--- src/rtl/core/adsr_envelope_generator_top_macros.svh ---
// ----------------------------------------------------------------------------
// ADSR envelope generator assertion macros
// Clocked property shorthands shared by the envelope core files.
// ----------------------------------------------------------------------------
`ifndef ADSR_ENVELOPE_GENERATOR_TOP_MACROS_SVH
`define ADSR_ENVELOPE_GENERATOR_TOP_MACROS_SVH

// Check a consequent in the same cycle as its antecedent.
`define ADSR_CHECK_NOW(lbl, ante, cons, msg) \
   lbl: assert property (@(posedge clock) disable iff (reset) (ante) |-> (cons)) \
      else $error(msg);

// Check a consequent in the cycle after its antecedent.
`define ADSR_CHECK_NEXT(lbl, ante, cons, msg) \
   lbl: assert property (@(posedge clock) disable iff (reset) (ante) |=> (cons)) \
      else $error(msg);

`endif

--- src/rtl/core/adsr_pkg.sv ---
// ----------------------------------------------------------------------------
// ADSR envelope package
// Widths, command, phase and csr index codes, sequencer states and shared types.
// ----------------------------------------------------------------------------
package adsr_pkg;

   localparam int DAC_MAX     = 4095;
   localparam int TIME_BITS   = 20;
   localparam int CFG_TIME_W  = 20;
   localparam int TIME_W      = (TIME_BITS < CFG_TIME_W) ? TIME_BITS : CFG_TIME_W;
   localparam int LVL_W       = 16;
   localparam int TIMER_W     = 22;
   localparam int SPAN_W      = LVL_W + 1;
   localparam int DIVD_W      = TIMER_W + LVL_W;
   localparam int DIV_CNT_W   = $clog2(DIVD_W);
   localparam int MUL_A_W     = 32;
   localparam int MUL_B_W     = 16;
   localparam int MUL_P_W     = MUL_A_W + MUL_B_W;
   localparam int FAC_W       = 17;
   localparam int FAC_ONE     = 32768;
   localparam int DAC_W       = 13;
   localparam int DAC_SAT     = 8191;
   localparam int DAC_SHIFT   = 31;
   localparam int DECAY_MIN   = 128;
   localparam int DECAY_END   = 160;
   localparam int RELEASE_END = 320;

   localparam int CMD_W       = 3;
   localparam int PHASE_W     = 3;
   localparam int CSR_IDX_W   = 3;
   localparam int CSR_DATA_W  = 20;

   localparam logic [CMD_W-1:0] CMD_TICK   = 3'd0;
   localparam logic [CMD_W-1:0] CMD_START  = 3'd1;
   localparam logic [CMD_W-1:0] CMD_END    = 3'd2;
   localparam logic [CMD_W-1:0] CMD_MUTE   = 3'd3;
   localparam logic [CMD_W-1:0] CMD_UNMUTE = 3'd4;

   localparam logic [PHASE_W-1:0] PH_IDLE    = 3'd0;
   localparam logic [PHASE_W-1:0] PH_START   = 3'd1;
   localparam logic [PHASE_W-1:0] PH_ATTACK  = 3'd2;
   localparam logic [PHASE_W-1:0] PH_DECAY   = 3'd3;
   localparam logic [PHASE_W-1:0] PH_SUSTAIN = 3'd4;
   localparam logic [PHASE_W-1:0] PH_RELEASE = 3'd5;

   localparam logic [CSR_IDX_W-1:0] CSR_ATTACK  = 3'd0;
   localparam logic [CSR_IDX_W-1:0] CSR_DECAY   = 3'd1;
   localparam logic [CSR_IDX_W-1:0] CSR_RELEASE = 3'd2;
   localparam logic [CSR_IDX_W-1:0] CSR_BASE    = 3'd3;
   localparam logic [CSR_IDX_W-1:0] CSR_PEAK    = 3'd4;
   localparam logic [CSR_IDX_W-1:0] CSR_SUSTAIN = 3'd5;
   localparam logic [CSR_IDX_W-1:0] CSR_LFO     = 3'd6;
   localparam logic [CSR_IDX_W-1:0] CSR_DUAL    = 3'd7;

   typedef enum logic [8:0] {
      S_IDLE  = 9'b000000001,
      S_EXEC  = 9'b000000010,
      S_RMUL  = 9'b000000100,
      S_RDIV  = 9'b000001000,
      S_RWAIT = 9'b000010000,
      S_DMUL1 = 9'b000100000,
      S_DMUL2 = 9'b001000000,
      S_CODE  = 9'b010000000,
      S_OUT   = 9'b100000000
   } seq_state_type;

   typedef struct packed {
      logic busy;
      logic done;
   } div_status_type;

endpackage

--- src/rtl/core/adsr_mul.sv ---
// ----------------------------------------------------------------------------
// ADSR shared multiplier
// Unsigned multiplier with a registered product, time-shared by the sequencer.
// ----------------------------------------------------------------------------
module adsr_mul import adsr_pkg::*; (
   input  logic               clock,
   input  logic [MUL_A_W-1:0] a,
   input  logic [MUL_B_W-1:0] b,
   output logic [MUL_P_W-1:0] product
);

   logic [MUL_P_W-1:0] product_ff;
   logic [MUL_P_W-1:0] product_in;

   assign product_in = MUL_P_W'(a) * MUL_P_W'(b);

   always_ff @(posedge clock) begin
      product_ff <= product_in;
   end

   assign product = product_ff;

endmodule

--- src/rtl/core/adsr_div.sv ---
// ----------------------------------------------------------------------------
// ADSR iterative divider
// Restoring shift-subtract divider, one quotient bit per cycle.
// ----------------------------------------------------------------------------
`include "adsr_envelope_generator_top_macros.svh"

module adsr_div import adsr_pkg::*; (
   input  logic                clock,
   input  logic                reset,
   input  logic                start,
   input  logic [DIVD_W-1:0]   dividend,
   input  logic [TIME_W-1:0]   divisor,
   output logic [DIVD_W-1:0]   quotient,
   output div_status_type      status
);

   logic                 busy_ff, busy_in;
   logic                 done_ff, done_in;
   logic [DIV_CNT_W-1:0] cnt_ff, cnt_in;
   logic [TIME_W-1:0]    rem_ff, rem_in;
   logic [DIVD_W-1:0]    quo_ff, quo_in;
   logic [TIME_W-1:0]    dsr_ff, dsr_in;
   logic [TIME_W:0]      rem_sh;
   logic [TIME_W+1:0]    diff;
   logic                 take;

   assign rem_sh = {rem_ff, quo_ff[DIVD_W-1]};
   assign diff   = {1'b0, rem_sh} - {2'b00, dsr_ff};
   assign take   = ~diff[TIME_W+1];

   always_comb begin
      busy_in = busy_ff;
      done_in = 1'b0;
      cnt_in  = cnt_ff;
      rem_in  = rem_ff;
      quo_in  = quo_ff;
      dsr_in  = dsr_ff;
      if (start) begin
         busy_in = 1'b1;
         cnt_in  = DIV_CNT_W'(DIVD_W - 1);
         rem_in  = '0;
         quo_in  = dividend;
         dsr_in  = divisor;
      end else if (busy_ff) begin
         // shift one dividend bit into the remainder, subtract where it fits
         rem_in = take ? diff[TIME_W-1:0] : rem_sh[TIME_W-1:0];
         quo_in = {quo_ff[DIVD_W-2:0], take};
         cnt_in = cnt_ff - 1'b1;
         if (cnt_ff == '0) begin
            busy_in = 1'b0;
            done_in = 1'b1;
         end
      end
   end

   always_ff @(posedge clock) begin
      if (reset) begin
         busy_ff <= 1'b0;
         done_ff <= 1'b0;
      end else begin
         busy_ff <= busy_in;
         done_ff <= done_in;
      end
   end

   always_ff @(posedge clock) begin
      cnt_ff <= cnt_in;
      rem_ff <= rem_in;
      quo_ff <= quo_in;
      dsr_ff <= dsr_in;
   end

   assign quotient    = quo_ff;
   assign status.busy = busy_ff;
   assign status.done = done_ff;

   `ADSR_CHECK_NOW(a_div_no_restart, start, !busy_ff, "divider restarted while busy")
   `ADSR_CHECK_NEXT(a_div_done_idle, busy_ff && cnt_ff == '0, done_ff && !busy_ff, "divider did not finish")

endmodule

--- src/rtl/core/adsr_envelope_generator_top.sv ---
// ----------------------------------------------------------------------------
// ADSR envelope generator
// Linear attack/decay/sustain/release envelope with a modulated DAC code.
// ----------------------------------------------------------------------------
// Each request word is one command (tick, note start, note end, mute, unmute)
// and yields exactly one response word carrying the DAC write flag, the DAC
// code, the running flag and the phase. Items are handled one at a time: the
// block takes a request, works on it and drops req_tready until the result
// sits in the output register; a waiting response stalls the next request
// only in its output step. A ramp tick runs the 38-step shift-subtract
// divider that scales elapsed time against the ramp length; other writing
// items make two passes through the shared multiplier for the DAC code, and
// items without a write go straight to the output step. There is no memory
// and no clearing pass after reset. Registers on the csr port are written at
// index 0 to 7 as listed in the package and are taken at once.
// ----------------------------------------------------------------------------
`include "adsr_envelope_generator_top_macros.svh"

module adsr_envelope_generator_top import adsr_pkg::*; (
   input  logic                  clock,
   input  logic                  reset,
   // request: tdata = delta_time[15:0], lfo_sin[31:16]; tuser = cmd[2:0]
   input  logic                  req_tvalid,
   output logic                  req_tready,
   input  logic [31:0]           req_tdata,
   input  logic [CMD_W-1:0]      req_tuser,
   // response: tdata = dac_code[12:0], env_active[13], phase[16:14], zeros
   //           tuser = dac_write[0]
   output logic                  rsp_tvalid,
   input  logic                  rsp_tready,
   output logic [23:0]           rsp_tdata,
   output logic                  rsp_tuser,
   // configuration writes
   input  logic                  csr_valid,
   output logic                  csr_ready,
   input  logic [CSR_IDX_W-1:0]  csr_index,
   input  logic [CSR_DATA_W-1:0] csr_data
);

   localparam logic [TIMER_W-1:0] DECAY_MIN_T   = TIMER_W'(DECAY_MIN);
   localparam logic [TIMER_W-1:0] DECAY_END_T   = TIMER_W'(DECAY_END);
   localparam logic [TIMER_W-1:0] RELEASE_END_T = TIMER_W'(RELEASE_END);
   localparam int                 RSUM_W        = DIVD_W + 2;

   // sequencer and latched request
   seq_state_type        state_ff, state_in;
   logic [CMD_W-1:0]     cmd_ff;
   logic [15:0]          dt_ff;
   logic signed [15:0]   sin_ff;

   // configuration
   logic [TIME_W-1:0]    attack_ff, attack_in;
   logic [TIME_W-1:0]    decay_ff, decay_in;
   logic [TIME_W-1:0]    release_ff, release_in;
   logic [LVL_W-1:0]     base_ff, base_in;
   logic [LVL_W-1:0]     peak_ff, peak_in;
   logic [LVL_W-1:0]     sustain_ff, sustain_in;
   logic                 lfo_en_ff, lfo_en_in;
   logic                 dual_ff, dual_in;

   // envelope state
   logic [PHASE_W-1:0]   phase_ff, phase_in;
   logic                 running_ff, running_in;
   logic                 end_pending_ff, end_pending_in;
   logic                 mute_ff, mute_in;
   logic                 skip_decay_ff, skip_decay_in;
   logic                 peak_hold_ff, peak_hold_in;
   logic [TIMER_W-1:0]   timer_ff, timer_in;
   logic [TIME_W-1:0]    target_ff, target_in;
   logic signed [SPAN_W-1:0] span_ff, span_in;
   logic [LVL_W-1:0]     level_ff, level_in;
   logic [LVL_W-1:0]     sus_run_ff, sus_run_in;

   // ramp job and result staging
   logic [LVL_W-1:0]     rend_ff, rend_in;
   logic [TIME_W-1:0]    rdur_ff, rdur_in;
   logic                 wr_ff, wr_in;
   logic [DAC_W-1:0]     code_ff, code_in;

   // output register
   logic                 rsp_valid_ff, rsp_valid_in;
   logic                 rsp_wr_ff;
   logic [DAC_W-1:0]     rsp_code_ff;
   logic                 rsp_active_ff;
   logic [PHASE_W-1:0]   rsp_phase_ff;

   // helpers
   logic                 req_accept;
   logic                 csr_accept;
   logic                 rsp_free;
   logic                 ramp_go;
   logic                 exec_wr;
   logic [TIMER_W-1:0]   dt_ext;
   logic [TIMER_W-1:0]   tsum;
   logic [TIMER_W-1:0]   tdiff;
   logic [TIMER_W-1:0]   target_ext;
   logic [TIMER_W-1:0]   decay_ext;
   logic [TIMER_W-1:0]   release_ext;
   logic signed [SPAN_W-1:0] lvl_minus_base;
   logic signed [SPAN_W-1:0] peak_minus_base;
   logic signed [SPAN_W-1:0] peak_minus_sus;
   logic [SPAN_W-1:0]    span_abs;
   logic signed [FAC_W:0] fac_full;
   logic [FAC_W-1:0]     fac;
   logic signed [RSUM_W-1:0] rsum;
   logic signed [RSUM_W-1:0] quo_s;
   logic signed [RSUM_W-1:0] rend_s;
   logic [LVL_W-1:0]     ramp_sat;
   logic [MUL_P_W-DAC_SHIFT-1:0] code_raw;
   logic [DAC_W-1:0]     code_sat;

   // shared units
   logic [MUL_A_W-1:0]   mul_a;
   logic [MUL_B_W-1:0]   mul_b;
   logic [MUL_P_W-1:0]   mul_p;
   logic                 div_start;
   logic [DIVD_W-1:0]    div_q;
   div_status_type       div_st;

   adsr_mul u_mul (
      .clock   (clock),
      .a       (mul_a),
      .b       (mul_b),
      .product (mul_p)
   );

   adsr_div u_div (
      .clock    (clock),
      .reset    (reset),
      .start    (div_start),
      .dividend (mul_p[DIVD_W-1:0]),
      .divisor  (rdur_ff),
      .quotient (div_q),
      .status   (div_st)
   );

   assign req_tready = (state_ff == S_IDLE);
   assign req_accept = req_tvalid && req_tready;
   assign csr_ready  = 1'b1;
   assign csr_accept = csr_valid && csr_ready;
   assign rsp_free   = !rsp_valid_ff || rsp_tready;
   assign div_start  = (state_ff == S_RDIV);

   // time and level arithmetic feeding the command decode
   assign dt_ext      = TIMER_W'(dt_ff);
   assign tsum        = timer_ff + dt_ext;
   assign tdiff       = timer_ff - dt_ext;
   assign target_ext  = TIMER_W'(target_ff);
   assign decay_ext   = TIMER_W'(decay_ff);
   assign release_ext = TIMER_W'(release_ff);

   assign lvl_minus_base  = $signed({1'b0, level_ff}) - $signed({1'b0, base_ff});
   assign peak_minus_base = $signed({1'b0, peak_ff}) - $signed({1'b0, base_ff});
   assign peak_minus_sus  = $signed({1'b0, peak_ff}) - $signed({1'b0, sus_run_ff});
   assign span_abs        = span_ff[SPAN_W-1] ? SPAN_W'(-span_ff) : SPAN_W'(span_ff);

   // LFO factor: 1 - sine (sine in Q1.15, factor in unsigned Q2.15), or unity with the LFO off
   assign fac_full = $signed((FAC_W+1)'(FAC_ONE)) - (FAC_W+1)'(sin_ff);
   assign fac      = lfo_en_ff ? fac_full[FAC_W-1:0] : FAC_W'(FAC_ONE);

   // ramp end level plus the signed scaled offset, clamped to the level range
   assign quo_s  = $signed(RSUM_W'(div_q));
   assign rend_s = $signed(RSUM_W'(rend_ff));
   assign rsum   = span_ff[SPAN_W-1] ? (rend_s - quo_s) : (rend_s + quo_s);

   always_comb begin
      if (rsum[RSUM_W-1]) begin
         ramp_sat = '0;
      end else if (rsum > $signed(RSUM_W'({LVL_W{1'b1}}))) begin
         ramp_sat = '1;
      end else begin
         ramp_sat = rsum[LVL_W-1:0];
      end
   end

   assign code_raw = mul_p[MUL_P_W-1:DAC_SHIFT];
   assign code_sat = (code_raw > (MUL_P_W-DAC_SHIFT)'(DAC_SAT)) ? DAC_W'(DAC_SAT)
                                                                : code_raw[DAC_W-1:0];

   // feed the shared multiplier by sequencer step
   always_comb begin
      mul_a = '0;
      mul_b = '0;
      case (state_ff)
         S_RMUL: begin
            mul_a = MUL_A_W'(timer_ff);
            mul_b = span_abs[MUL_B_W-1:0];
         end
         S_DMUL1: begin
            mul_a = MUL_A_W'(fac);
            mul_b = MUL_B_W'(DAC_MAX);
         end
         S_DMUL2: begin
            mul_a = mul_p[MUL_A_W-1:0];
            mul_b = level_ff;
         end
         default: begin
            mul_a = '0;
            mul_b = '0;
         end
      endcase
   end

   // configuration writes
   always_comb begin
      attack_in  = attack_ff;
      decay_in   = decay_ff;
      release_in = release_ff;
      base_in    = base_ff;
      peak_in    = peak_ff;
      sustain_in = sustain_ff;
      lfo_en_in  = lfo_en_ff;
      dual_in    = dual_ff;
      if (csr_accept) begin
         unique case (csr_index)
            CSR_ATTACK:  attack_in  = csr_data[TIME_W-1:0];
            CSR_DECAY:   decay_in   = csr_data[TIME_W-1:0];
            CSR_RELEASE: release_in = csr_data[TIME_W-1:0];
            CSR_BASE:    base_in    = csr_data[LVL_W-1:0];
            CSR_PEAK:    peak_in    = csr_data[LVL_W-1:0];
            CSR_SUSTAIN: sustain_in = csr_data[LVL_W-1:0];
            CSR_LFO:     lfo_en_in  = csr_data[0];
            CSR_DUAL:    dual_in    = csr_data[0];
            default:     ;
         endcase
      end
   end

   // sequencer and envelope update
   always_comb begin
      state_in       = state_ff;
      phase_in       = phase_ff;
      running_in     = running_ff;
      end_pending_in = end_pending_ff;
      mute_in        = mute_ff;
      skip_decay_in  = skip_decay_ff;
      peak_hold_in   = peak_hold_ff;
      timer_in       = timer_ff;
      target_in      = target_ff;
      span_in        = span_ff;
      level_in       = level_ff;
      sus_run_in     = sus_run_ff;
      rend_in        = rend_ff;
      rdur_in        = rdur_ff;
      wr_in          = wr_ff;
      code_in        = code_ff;
      ramp_go        = 1'b0;
      exec_wr        = 1'b0;

      unique case (state_ff)
         S_IDLE: begin
            if (req_tvalid) state_in = S_EXEC;
         end

         S_EXEC: begin
            case (cmd_ff) inside
               CMD_TICK: begin
                  if (running_ff) begin
                     if (end_pending_ff && phase_ff != PH_RELEASE) begin
                        // enter release from wherever the level is now
                        phase_in = PH_RELEASE;
                        timer_in = release_ext;
                        span_in  = lvl_minus_base;
                        exec_wr  = lfo_en_ff;
                     end else begin
                        case (phase_ff)
                           PH_START: begin
                              level_in      = base_ff;
                              sus_run_in    = sustain_ff;
                              skip_decay_in = (decay_ext < DECAY_MIN_T);
                              timer_in      = '0;
                              span_in       = peak_minus_base;
                              peak_hold_in  = 1'b0;
                              target_in     = attack_ff;
                              phase_in      = PH_ATTACK;
                              exec_wr       = lfo_en_ff;
                           end
                           PH_ATTACK: begin
                              exec_wr = 1'b1;
                              if (tsum < target_ext) begin
                                 timer_in = tsum;
                                 rend_in  = base_ff;
                                 rdur_in  = target_ff;
                                 ramp_go  = 1'b1;
                              end else begin
                                 level_in = peak_ff;
                                 if (skip_decay_ff) begin
                                    timer_in = '0;
                                    phase_in = PH_SUSTAIN;
                                 end else begin
                                    timer_in  = decay_ext;
                                    phase_in  = PH_DECAY;
                                    span_in   = peak_minus_sus;
                                    target_in = '0;
                                 end
                              end
                           end
                           PH_DECAY: begin
                              exec_wr = 1'b1;
                              if (timer_ff > dt_ext + DECAY_END_T && decay_ff != '0) begin
                                 timer_in = tdiff;
                                 rend_in  = sus_run_ff;
                                 rdur_in  = decay_ff;
                                 ramp_go  = 1'b1;
                              end else begin
                                 level_in = sus_run_ff;
                                 timer_in = '0;
                                 phase_in = PH_SUSTAIN;
                                 if (sus_run_ff >= peak_ff) peak_hold_in = 1'b1;
                              end
                           end
                           PH_SUSTAIN: begin
                              exec_wr = lfo_en_ff;
                              // snap back to peak when sustain sat at or above it, unless dual is set
                              if (peak_hold_ff && level_ff != peak_ff && !dual_ff) begin
                                 level_in = peak_ff;
                                 exec_wr  = 1'b1;
                              end
                           end
                           PH_RELEASE: begin
                              end_pending_in = 1'b0;
                              exec_wr        = 1'b1;
                              if (timer_ff > dt_ext + RELEASE_END_T && release_ff != '0) begin
                                 timer_in = tdiff;
                                 rend_in  = base_ff;
                                 rdur_in  = release_ff;
                                 ramp_go  = 1'b1;
                              end else begin
                                 running_in = 1'b0;
                                 phase_in   = PH_IDLE;
                                 level_in   = base_ff;
                              end
                           end
                           default: begin
                              // running with no phase and no pending end: clear
                              running_in     = 1'b0;
                              end_pending_in = 1'b0;
                              phase_in       = PH_IDLE;
                              level_in       = base_ff;
                              exec_wr        = 1'b1;
                           end
                        endcase
                     end
                  end
               end
               CMD_START: begin
                  if (!running_ff && peak_ff != '0 && !mute_ff) begin
                     running_in = 1'b1;
                     phase_in   = PH_START;
                  end
               end
               CMD_END: begin
                  if (running_ff) begin
                     end_pending_in = 1'b1;
                     phase_in       = PH_IDLE;
                  end
               end
               CMD_MUTE, CMD_UNMUTE: begin
                  mute_in        = (cmd_ff == CMD_MUTE);
                  running_in     = 1'b0;
                  end_pending_in = 1'b0;
                  phase_in       = PH_IDLE;
                  level_in       = base_ff;
                  exec_wr        = 1'b1;
               end
               default: ;
            endcase
            wr_in    = exec_wr;
            code_in  = '0;
            state_in = ramp_go ? S_RMUL : (exec_wr ? S_DMUL1 : S_OUT);
         end

         S_RMUL:  state_in = S_RDIV;
         S_RDIV:  state_in = S_RWAIT;

         S_RWAIT: begin
            if (div_st.done) begin
               level_in = ramp_sat;
               state_in = S_DMUL1;
            end
         end

         S_DMUL1: state_in = S_DMUL2;
         S_DMUL2: state_in = S_CODE;

         S_CODE: begin
            code_in  = code_sat;
            state_in = S_OUT;
         end

         S_OUT: begin
            if (rsp_free) state_in = S_IDLE;
         end

         default: state_in = S_IDLE;
      endcase
   end

   // output register: load when the finished item finds the slot free
   always_comb begin
      rsp_valid_in = rsp_valid_ff;
      if (state_ff == S_OUT && rsp_free) begin
         rsp_valid_in = 1'b1;
      end else if (rsp_tready) begin
         rsp_valid_in = 1'b0;
      end
   end

   always_ff @(posedge clock) begin
      if (reset) begin
         state_ff       <= S_IDLE;
         attack_ff      <= '0;
         decay_ff       <= '0;
         release_ff     <= '0;
         base_ff        <= '0;
         peak_ff        <= '0;
         sustain_ff     <= '0;
         lfo_en_ff      <= 1'b0;
         dual_ff        <= 1'b0;
         phase_ff       <= PH_IDLE;
         running_ff     <= 1'b0;
         end_pending_ff <= 1'b0;
         mute_ff        <= 1'b0;
         skip_decay_ff  <= 1'b0;
         peak_hold_ff   <= 1'b0;
         timer_ff       <= '0;
         target_ff      <= '0;
         span_ff        <= '0;
         level_ff       <= '0;
         sus_run_ff     <= '0;
         rsp_valid_ff   <= 1'b0;
      end else begin
         state_ff       <= state_in;
         attack_ff      <= attack_in;
         decay_ff       <= decay_in;
         release_ff     <= release_in;
         base_ff        <= base_in;
         peak_ff        <= peak_in;
         sustain_ff     <= sustain_in;
         lfo_en_ff      <= lfo_en_in;
         dual_ff        <= dual_in;
         phase_ff       <= phase_in;
         running_ff     <= running_in;
         end_pending_ff <= end_pending_in;
         mute_ff        <= mute_in;
         skip_decay_ff  <= skip_decay_in;
         peak_hold_ff   <= peak_hold_in;
         timer_ff       <= timer_in;
         target_ff      <= target_in;
         span_ff        <= span_in;
         level_ff       <= level_in;
         sus_run_ff     <= sus_run_in;
         rsp_valid_ff   <= rsp_valid_in;
      end
   end

   // payload registers
   always_ff @(posedge clock) begin
      if (req_accept) begin
         cmd_ff <= req_tuser;
         dt_ff  <= req_tdata[15:0];
         sin_ff <= $signed(req_tdata[31:16]);
      end
      rend_ff <= rend_in;
      rdur_ff <= rdur_in;
      wr_ff   <= wr_in;
      code_ff <= code_in;
      if (state_ff == S_OUT && rsp_free) begin
         rsp_wr_ff     <= wr_ff;
         rsp_code_ff   <= code_ff;
         rsp_active_ff <= running_ff;
         rsp_phase_ff  <= phase_ff;
      end
   end

   assign rsp_tvalid = rsp_valid_ff;
   assign rsp_tdata  = {7'b0, rsp_phase_ff, rsp_active_ff, rsp_code_ff};
   assign rsp_tuser  = rsp_wr_ff;

   `ADSR_CHECK_NEXT(a_accept_exec, req_accept, state_ff == S_EXEC, "accepted word not decoded")
   `ADSR_CHECK_NOW(a_idle_no_end, !running_ff, !end_pending_ff, "pending end without a running envelope")
   `ADSR_CHECK_NOW(a_wait_div, state_ff == S_RWAIT, div_st.busy || div_st.done, "ramp wait without a division")
   `ADSR_CHECK_NOW(a_nowrite_zero, rsp_valid_ff && !rsp_wr_ff, rsp_code_ff == '0, "code without a write")

endmodule
--- config.mk ---
export PLATFORM = sky130hd
export DESIGN_NAME = adsr_envelope_generator_top
export DESIGN_NICKNAME = d
export VERILOG_FILES = /design/src/rtl/core/adsr_pkg.sv /design/src/rtl/core/adsr_mul.sv /design/src/rtl/core/adsr_div.sv /design/src/rtl/core/adsr_envelope_generator_top.sv
export VERILOG_INCLUDE_DIRS = /design/src /design/src/rtl/core
export SDC_FILE = /design/constraint.sdc
export NUM_CORES = 2
export LEC_CHECK = 0
export BUFFER_PORTS_ARGS = -buffer_cell sky130_fd_sc_hd__buf_2
export CORE_UTILIZATION = 45
export DETAILED_ROUTE_END_ITERATION = 8
export HOLD_SLACK_MARGIN = 0.03
export SLEW_MARGIN = 20
export SYNTH_ARGS = -nofsm -noshare
export SYNTH_HDL_FRONTEND = slang
export SYNTH_HIERARCHICAL = 1
export SYNTH_SLANG_ARGS = --single-unit
--- constraint.sdc ---
create_clock -name clock -period 11.7 [get_ports clock]
set_input_delay 1.755 -clock clock [delete_from_list [all_inputs] [get_ports clock]]
set_output_delay 1.755 -clock clock [all_outputs]
set_load 0.02 [all_outputs]
==> impl_metrics.env <==
export IMPL_status="completed"
export IMPL_period_needed_ps=8500
export IMPL_slowest_delay_ps=640
export IMPL_cts_setup_buffers=0
export IMPL_htreeDepth=2
export IMPL_use_met2=0.427
export IMPL_finalSetupViolations=0
export IMPL_critical_path_top_delay_family="adder cells"
export IMPL_multiInputGateArea_mm2=0.0305
export IMPL_endpoint_kind="flop"
export IMPL_critPathMaxFanout=16
export IMPL_cts_tree="done"
export IMPL_fmax_mhz=118
export IMPL_root_buffer="clkbuf_16"
export IMPL_max_cap_violations=0
export IMPL_grt_busiest_layer="met2"
export IMPL_drive_gt1_frac=0.0753
export IMPL_finalCritPeriodShare=0.727
export IMPL_wl_per_cell_um=21.0
export IMPL_ff2ff_setup_slack_ps=3200
export IMPL_setup_tns_ps=0
export IMPL_ios=91
export IMPL_utilization=0.487
export IMPL_critPathArrivalTime_ps=9010
export IMPL_min_path_type="reg -> reg"
export IMPL_core_mm2=0.0984
export IMPL_vias=36900
export IMPL_p_leak_nw=20.2
export IMPL_clk_latency_ps=630
export IMPL_die_area_mm2=0.101
export IMPL_reg2reg_depth=26
export IMPL_cts_made_buffers=49
export IMPL_synth_cells=5193
export IMPL_routed_via_density=5.73
export IMPL_cts_hold_buf=0
export IMPL_powerDensity_mw_per_mm2=79.9
export IMPL_initial_core_util=0.455
export IMPL_grtUsageMet1=0.388
export IMPL_crit_top_cell="fa_1"
export IMPL_grt_antenna_before_repair=9
export IMPL_nets=5901
export IMPL_drt_drc_violations_left=0
export IMPL_rr_startpoint="sin_ff[8]"
export IMPL_syn2layout_area_growth_pct=7.03
export IMPL_die_w_um=317
export IMPL_slew_violations=0
export IMPL_grtUsageTotal=0.268
export IMPL_critPathLaunchType="flop"
export IMPL_cts_resized=0
export IMPL_placementRows=115
export IMPL_holdCritStartpoint="wr_ff"
export IMPL_slew_headroom=0.239
export IMPL_whs_ps=390
export IMPL_die_h_um=317
export IMPL_grt_max_degree=86
export IMPL_grt_pass1_vias=36300
export IMPL_met3_usage=0.0323
export IMPL_grt_setup_unrepaired="false"
export IMPL_diodes=0
export IMPL_finClkSkew_ps=38.9
export IMPL_gp_congestion=0.900
export IMPL_clock_path_buffers=3
export IMPL_crit_type="reg -> reg"
export IMPL_whs_path_depth=0
export IMPL_cp_num_buf_inv=3
export IMPL_cts_sinks=456
export IMPL_cpMaxStageDelayCell="nand2_1"
export IMPL_yosys_warnings=6
export IMPL_num_fill_cells=9572
export IMPL_tightest_slew_ps=1140
export IMPL_dp_hpwl_um=103000
export IMPL_cp_data_required_time_ps=12200
export IMPL_drtIter0Drc=3384
export IMPL_grt_ovfl_total=0
export IMPL_vdd_drop_max_mv=0.104
export IMPL_min_to="rsp_tuser"
export IMPL_syn_cell_area_mm2=0.0448
export IMPL_seq_area_mm2=0.0107
export IMPL_drt_antenna_violating_nets=0
export IMPL_syn_area_per_cell_um2=8.62
export IMPL_largest_register_ffs=48
export IMPL_clk_pin_slew_ps=70
export IMPL_hold_viol_final=0
export IMPL_first_pass_iters=6
export IMPL_portBuffers=82
export IMPL_grt_pass1_wl_um=213000
export IMPL_wl_um=136000
export IMPL_r2r_end="u_mul/product[47]"
[layout by cell type (no fill, tap or decap), types with 32 or more instances in the layout]
cell type and instances:
a211oi_1 35, a21o_1 72, a21oi_1 344, a22oi_1 56, and2_1 232, buf_2 81, buf_4 60, clkbuf_16 53
dfxtp_1 294, edfxtp_1 161, fa_1 426, ha_1 299, inv_1 657, mux2_2 45, mux2i_1 32, nand2_1 792
nand2b_1 45, nand3_1 68, nand4_1 46, nor2_1 248, nor2b_1 43, nor3_1 71, nor4_1 45, o211ai_1 36
o21ai_0 139, xnor2_1 143, xor2_1 68
[power by group]
part	switching (mW)	leakage (nW)	internal (mW)	total, mW
sequential	0.0488	3.87	1.68	1.73
clock	0.708	0.819	0.965	1.67
combinational	0.272	15.5	0.161	0.433
[routing by layer]
metal,share of wire,wire length [µm]
met1,0.46,61900
met2,0.45,60900
met3,0.069,9320
met4,0.025,3370
met5,0,0
[through the flow]
stage / instances / setup slack, ps / area [µm²] / power [mW]
after floorplan: 5199 / 3860 / 44800 / 2.05
after global placement: 6349 / 3310 / 46200 / 2.18
after detailed placement: 6349 / 3190 / 46200 / 2.18
after CTS: 6441 / 3170 / 47900 / 3.85
after global routing: 6441 / 2690 / 47900 / 3.96
final: 6441 / 3200 / 47900 / 3.83
[cell type report]
type / instances / area share
clock buffers: 67 / 0.0294
clock inverters: 25 / 0.00634
inverters: 657 / 0.0515
multi-input cells: 3807 / 0.637
flip-flops and latches: 456 / 0.224
well taps: 1287 / 0.0336
repair buffers: 142 / 0.0181
[worst register-to-register path, stage by stage, from the launching register on]
cell and delay (ps):
edfxtp_1 420, or4_1 640, nor4_1 420, nor4b_1 350
xnor2_1 100, nand2_1 70, nand2_1 50, nand2_1 640
nand2_1 180, fa_1 530, fa_1 560, fa_1 520
inv_1 50, fa_1 500, fa_1 500, inv_1 50
fa_1 480, inv_1 50, ha_1 400, a21oi_1 290
o211ai_1 130, a221oi_1 390, o22ai_2 200, o211ai_1 390
nand2_1 150, a31oi_1 230, xnor2_1 100
[how the worst max path moves through the flow]
stage / cells after the start / start / endpoint
after detailed placement: 27 / state_ff[1] / u_mul/product[42]
after CTS: 26 / state_ff[1] / u_mul/product[42]
after global routing: 27 / span_ff[2] / u_mul/product[42]
after global placement: 26 / state_ff[1] / u_mul/product[42]
after floorplan: 30 / span_ff[16] / u_mul/product[42]
final: 26 / sin_ff[8] / u_mul/product[47]
Power figures use the tool's default switching activity.
